===== src/hdl/assert_macros.svh =====
// assertion macros shared by the obb sat pipeline modules
`ifndef ASSERT_MACROS_SVH
`define ASSERT_MACROS_SVH

// plain property, checked on every rising clock edge outside reset
`define OBB_ASSERT(lbl, prop, msg) \
    lbl: assert property (@(posedge clk) disable iff (!rst_n) (prop)) else $error(msg);

// antecedent in this cycle, consequent in the next
`define OBB_ASSERT_NEXT(lbl, ante, cons, msg) \
    lbl: assert property (@(posedge clk) disable iff (!rst_n) (ante) |=> (cons)) else $error(msg);

`endif


===== src/hdl/obb_sat_pkg.sv =====
// types and constants for the 2d oriented box separating-axis pipeline
`default_nettype none

package obb_sat_pkg;

    // four test axes: a.x, a.y, b.x, b.y
    localparam int NUM_AXES    = 4;
    // own half extent goes from 2^-16 to 2^-44 units
    localparam int OWN_SHIFT   = 28;
    // center distance goes from 2^-30 to 2^-44 units
    localparam int DIST_SHIFT  = 14;
    // overlap goes from 2^-44 back to q16.16
    localparam int DEPTH_SHIFT = 28;

    // one box pair
    typedef struct packed {
        logic signed [31:0] a_center_x;
        logic signed [31:0] a_center_y;
        logic signed [15:0] a_axis_cos;
        logic signed [15:0] a_axis_sin;
        logic        [30:0] a_half_w;
        logic        [30:0] a_half_h;
        logic signed [31:0] b_center_x;
        logic signed [31:0] b_center_y;
        logic signed [15:0] b_axis_cos;
        logic signed [15:0] b_axis_sin;
        logic        [30:0] b_half_w;
        logic        [30:0] b_half_h;
    } pair_t;

    // one test result
    typedef struct packed {
        logic               hit;
        logic signed [15:0] push_dir_x;
        logic signed [15:0] push_dir_y;
        logic        [31:0] depth;
    } res_t;

    // per-axis extent sum, center distance, sign and axis direction, handed from the projection half
    typedef struct packed {
        logic [NUM_AXES-1:0][63:0] sum;
        logic [NUM_AXES-1:0][63:0] span;
        logic [NUM_AXES-1:0]       toward;
        logic [NUM_AXES-1:0][15:0] dir_x;
        logic [NUM_AXES-1:0][15:0] dir_y;
    } ax_test_t;

endpackage

`default_nettype wire


===== src/hdl/obb_sat_pick.sv =====
// selection half: overlap per axis, least-overlap search, direction and depth
`default_nettype none
`include "assert_macros.svh"

module obb_sat_pick (
    input  wire logic                  clk,
    input  wire logic                  rst_n,
    input  wire logic                  up_valid,
    output logic                       up_stall,
    input  wire obb_sat_pkg::ax_test_t up_data,
    output logic                       dn_valid,
    input  wire logic                  dn_stall,
    output obb_sat_pkg::res_t          dn_data
);

    localparam int NA = obb_sat_pkg::NUM_AXES;

    // one candidate axis in the least-overlap search
    typedef struct packed {
        logic [63:0] ov;
        logic        toward;
        logic [15:0] dir_x;
        logic [15:0] dir_y;
    } cand_t;

    logic en4, en5, en6;
    logic s4_valid_reg, s5_valid_reg, s6_valid_reg;

    cand_t s4_cand_reg [NA];
    cand_t s4_cand_next [NA];
    logic  s4_hit_reg, s4_hit_next;

    cand_t s5_cand_reg [2];
    cand_t s5_cand_next [2];
    logic  s5_hit_reg;

    obb_sat_pkg::res_t s6_reg, s6_next;

    assign en6      = !s6_valid_reg || !dn_stall;
    assign en5      = !s5_valid_reg || en6;
    assign en4      = !s4_valid_reg || en5;
    assign up_stall = !en4;
    assign dn_valid = s6_valid_reg;
    assign dn_data  = s6_reg;

    // stage 4: overlap per axis, borrow marks a separating axis
    always_comb
    begin
        logic [64:0] diff;
        logic [NA-1:0] sep;
        for (int k = 0; k < NA; k++)
        begin
            diff   = {1'b0, up_data.sum[k]} - {1'b0, up_data.span[k]};
            sep[k] = diff[64];
            s4_cand_next[k].ov     = diff[63:0];
            s4_cand_next[k].toward = up_data.toward[k];
            s4_cand_next[k].dir_x  = up_data.dir_x[k];
            s4_cand_next[k].dir_y  = up_data.dir_y[k];
        end
        s4_hit_next = ~|sep;
    end

    // stage 5: pairwise minimum, lower axis kept on ties
    always_comb
    begin
        for (int i = 0; i < 2; i++)
        begin
            s5_cand_next[i] = (s4_cand_reg[2*i+1].ov < s4_cand_reg[2*i].ov)
                            ? s4_cand_reg[2*i+1] : s4_cand_reg[2*i];
        end
    end

    // stage 6: final minimum, orient a to b, saturate depth
    always_comb
    begin
        cand_t best;
        best = (s5_cand_reg[1].ov < s5_cand_reg[0].ov) ? s5_cand_reg[1] : s5_cand_reg[0];
        s6_next = '0;
        if (s5_hit_reg)
        begin
            s6_next.hit        = 1'b1;
            s6_next.push_dir_x = best.toward ? 16'sd0 - $signed(best.dir_x) : $signed(best.dir_x);
            s6_next.push_dir_y = best.toward ? 16'sd0 - $signed(best.dir_y) : $signed(best.dir_y);
            s6_next.depth      = (|best.ov[63:obb_sat_pkg::DEPTH_SHIFT+32])
                               ? 32'hFFFF_FFFF
                               : best.ov[obb_sat_pkg::DEPTH_SHIFT+31:obb_sat_pkg::DEPTH_SHIFT];
        end
    end

    // valid bits
    always_ff @(posedge clk or negedge rst_n)
    begin
        if (!rst_n)
        begin
            s4_valid_reg <= 1'b0;
            s5_valid_reg <= 1'b0;
            s6_valid_reg <= 1'b0;
        end
        else
        begin
            if (en4)
            begin
                s4_valid_reg <= up_valid;
            end
            if (en5)
            begin
                s5_valid_reg <= s4_valid_reg;
            end
            if (en6)
            begin
                s6_valid_reg <= s5_valid_reg;
            end
        end
    end

    // payload registers
    always_ff @(posedge clk)
    begin
        if (en4)
        begin
            s4_cand_reg <= s4_cand_next;
            s4_hit_reg  <= s4_hit_next;
        end
        if (en5)
        begin
            s5_cand_reg <= s5_cand_next;
            s5_hit_reg  <= s4_hit_reg;
        end
        if (en6)
        begin
            s6_reg <= s6_next;
        end
    end

    `OBB_ASSERT(a_miss_is_zero, (dn_valid && !dn_data.hit) |-> (dn_data == '0), "nonzero miss result")
    `OBB_ASSERT_NEXT(a_s5_kept, s5_valid_reg && !en5, s5_valid_reg, "stalled transfer dropped")

endmodule

`default_nettype wire

===== config.mk =====
export PLATFORM = sky130hd
export DESIGN_NAME = obb_sat_pick
export DESIGN_NICKNAME = d
export VERILOG_FILES = /design/src/hdl/obb_sat_pkg.sv /design/src/hdl/obb_sat_pick.sv
export VERILOG_INCLUDE_DIRS = /design/src /design/src/hdl
export SDC_FILE = /design/constraint.sdc
export NUM_CORES = 2
export LEC_CHECK = 0
export ABC_CLOCK_PERIOD_IN_PS = 56400
export BUFFER_PORTS_ARGS = -buffer_cell sky130_fd_sc_hd__buf_2
export CORE_UTILIZATION = 25
export CTS_CLUSTER_DIAMETER = 50
export DETAILED_ROUTE_END_ITERATION = 7
export GPL_ROUTABILITY_DRIVEN = 0
export PLACE_DENSITY = 0.43
export SLEW_MARGIN = 15
export SYNTH_ARGS = -nofsm -noshare
export SYNTH_HDL_FRONTEND = slang
export SYNTH_SLANG_ARGS = --single-unit

===== constraint.sdc =====
create_clock -name clk -period 56.4 [get_ports clk]
set_input_delay 14.1 -clock clk [delete_from_list [all_inputs] [get_ports clk]]
set_output_delay 14.1 -clock clk [all_outputs]
set_load 0.01 [all_outputs]

==> summary.txt <==
Run status
  • Run status: completed

Routing
  • Vias: 33.6k
  • Iteration count of the initial detailed-routing pass: 5
  • Post-route antenna net violation count: 0
  • Drt wl/cell: 20.5 µm
  • Iter 0 DRT Violations: 1782
  • DRC violations left: 0
  • DR vias/cell: 4.63
  • Post-Route WL: 149 mm

Clock network
  • Post-CTS Resized: 0
  • Hold_buf cts: 0
  • Post-CTS setup buffers: 0
  • Worst-skew pair later-pin latency: 0.70 ns
  • Root cell of the clock tree: clkbuf_16
  • CTS tree: done
  • CTS H-tree lvls: 3
  • Total CTS buffers: 102
  • # clock sinks: 652
  • CTS clock-pin slew for the worst setup and hold paths: 0.06 ns
  • Clk buf depth: 3

Timing
  • Slew headroom: 28.0%
  • Setup TNS: 0 ns
  • Period Utilization, post-route: 51.1%
  • Finish-stage setup viols: 0
  • Final Max Tran Viols: 0
  • RSZ-0062 raised after global routing: false
  • Final Critical Period: 28.85 ns
  • Fmax: 0.0347 GHz
  • WHS: 0.488 ns
  • Worst-margin pin slew: 1.08 ns
  • Final Hold Vio Count: 0
  • Worst Skew: 0.0203 ns

GRT
  • First-pass GRT wire length: 216 mm
  • Overflow after GRT: 0
  • Initial antenna violation count: 39
  • Total track usage: 16.5%
  • Number of global-route vias before repair: 33.9k
  • Largest net degree at the start of global routing: 144

Worst hold path
  • Hold Path Class: flip-flop to flip-flop

Die
  • Total core area: 172000 µm²
  • Die Wd: 419 µm
  • Num rows: 152
  • Ports: 715
  • Area of the die: 176000 µm²
  • Die Ht: 419 µm
  • Initial core utilization: 25.3%

Setup path
  • CP delay by family, top: buffers and inverters
  • Cells along the critical path: buf_2 -> nand4_1 -> inv_1 -> buf_2
  • Worst Path Buf+Inv: 3
  • Worst setup SP type: input pin
  • Slowest cell on the critical path: nand4_1
  • Crit path arrival time: 14.75 ns
  • Most common cell on crit path: buf_2
  • Critical Path Sink Type: primary output
  • Worst Path Required: 42.30 ns
  • CP Class: input pin to primary output
  • CP max FO: 3
  • Slowest stage delay, CP: 0.19 ns

Cells and area
  • Nets: 5953
  • Area Growth Syn to Fin: 22.6%
  • Number of flip-flops in the largest register: 388
  • Non-Filler Instances: 7267
  • Fill count: 18.0k
  • Layout cells sized above 1: 23.0%
  • Fin util: 31.0%

Power and ir drop
  • Power Density: 41.3 nW/µm²
  • Total power: 2200 µW
  • VDD IR max: 0.0000248 V
  • Leakage: 0.0243 µW

Yosys
  • Synth Area in Compound Gates: 16.5%
  • Cell count after synthesis: 4115
  • Post-synthesis sequential area ratio: 44.9%
  • Ys Warns: 0
  • Synth Net Count: 5214
  • Syn avg cell area: 10.6 µm²
  • Area of the mapped netlist: 43500 µm²
  • Dominant synthesized flop cell: edfxtp_1
  • Number of synthesized flops with an enable pin: 649
  • Simple-gate share of the synthesized area: 8.85%
  • Fraction of registers with async set/reset: 0.460%
  • Register bit total from synthesis: 652
  • Mux cell area share after synthesis: 5.90%
  • Post-Synth Adder-Cell Area: 13.0%
  • Post-synthesis xor/xnor area fraction: 5.25%
  • Synth unique cells: 89
  • Main combinational cell family by area after synthesis: compound AO/OA/AOI/OAI gates

Flow run
  • MaxCap Viol Count: 0

Placed design
  • Port bufs: 714
  • Dpl cells: 7060
  • Half-perimeter wire length after placement: 120 mm
-- worst reg2reg max path: stages (launching register included) --
cell and delay, ns:
edfxtp_1 0.37, inv_1 0.16, ha_1 0.27, a21o_1 0.18, a21o_1 0.17, a21oi_1 0.17
o21ai_0 0.12, a221oi_1 0.63, o211a_1 0.31, o211ai_1 0.34, nand2_4 0.51, buf_4 0.55
mux2i_1 0.33, ha_1 0.34, nor4b_1 0.26, a311oi_1 0.10, xor2_1 0.32, nor2_1 0.07
-- final cells by class --
type | instances | area (µm²) | area share (%)
clock buffers | 113 | 2640 | 4.94
multi-input cells | 2842 | 21600 | 40.5
inverters | 523 | 1960 | 3.68
flip-flops and latches | 652 | 19600 | 36.7
clock inverters | 79 | 941 | 1.76
well taps | 2310 | 2890 | 5.42
repair buffers | 733 | 3730 | 6.99
diodes | 15 | 37.5 | 0.0703
-- layout by cell type (no fill, tap or decap), drive strengths merged, types with 89 or more instances in the layout --
master,n
a21o,232
a21oi,376
buf,733
clkbuf,113
edfxtp,649
ha,447
inv,545
mux2,196
nand2,163
nor2,224
o21ai,198
xnor2,172
xor2,89
-- path summary, 6_finish.rpt --
path | start | to | depth (start not counted) | slack, ns
setup reg to reg | s5_cand_reg[179] | dn_data[36] | 17 | 50.93
min in group asynchronous | rst_n | s4_valid_reg | 1 | 13.20
max in group asynchronous | rst_n | dn_valid | 1 | 43.08
hold reg to reg | s4_valid_reg | s5_valid_reg | 1 | 0.49
hold / removal | s4_valid_reg | s5_valid_reg | 1 | 0.49
setup / recovery | dn_stall | up_stall | 4 | 27.55
-- kinds of logic after synthesis --
family / Yosys count
AOI/OAI and AO/OA: 1116
xor gates and xnor gates: 261
adders and majority gates: 451
DFF: 652
muxes: 232
buffers and inverters: 621
and+or+nand+nor: 782
-- synthesized netlist by cell type (all sizes together), types with 9 or more instances --
cell | number | area (µm²)
a211oi | 25 | 198
a21boi | 9 | 67.6
a21o | 232 | 1740
a21oi | 376 | 1900
a221o | 9 | 90.1
a221oi | 15 | 144
a31oi | 36 | 253
a41oi | 11 | 96.3
and2 | 13 | 83.8
and3 | 22 | 138
and4 | 11 | 96.3
buf | 30 | 179
clkbuf | 67 | 251
edfxtp | 649 | 19500
ha | 447 | 5590
inv | 522 | 1960
mux2 | 196 | 2210
mux2i | 36 | 360
nand2 | 163 | 612
nand2b | 51 | 319
nand3 | 57 | 285
nand4 | 74 | 463
nor2 | 224 | 841
nor2b | 54 | 338
nor3 | 58 | 290
nor4 | 14 | 87.6
o211ai | 13 | 97.6
o21a | 42 | 315
o21ai | 198 | 998
o21bai | 45 | 338
o31a | 10 | 87.6
o31ai | 16 | 134
or3 | 18 | 114
xnor2 | 172 | 1510
xor2 | 89 | 780
-- through the flow --
| stage | cell area, µm² | setup slack [ns] |
|---|---|---|
| floorplan | 43500 | 15.03 |
| global placement | 49700 | 27.44 |
| detailed placement | 49700 | 27.48 |
| CTS | 53300 | 27.48 |
| global route | 53300 | 27.47 |
| finish | 53400 | 27.55 |
-- layer usage --
metal  share of wire (%)  GRT usage, %  wire length (µm)  up-vias
met5               0.056             0                84        -
met4                 3.0          5.95              4440       12
met2                  49          28.6             73100      795
met3                 4.1          2.08              6040      219
met1                  44          20.7             65200    16000
li1                    -             -                 -    16600
-- power by group --
group	total (µW)	internal [µW]	switching [µW]	leakage (µW)
combinational	775	322	453	0.0159
sequential	769	696	72.3	0.00670
clock	660	404	256	0.00173
total	2200	1420	781	0.0243
No activity file was read; power rests on OpenSTA's default activity.
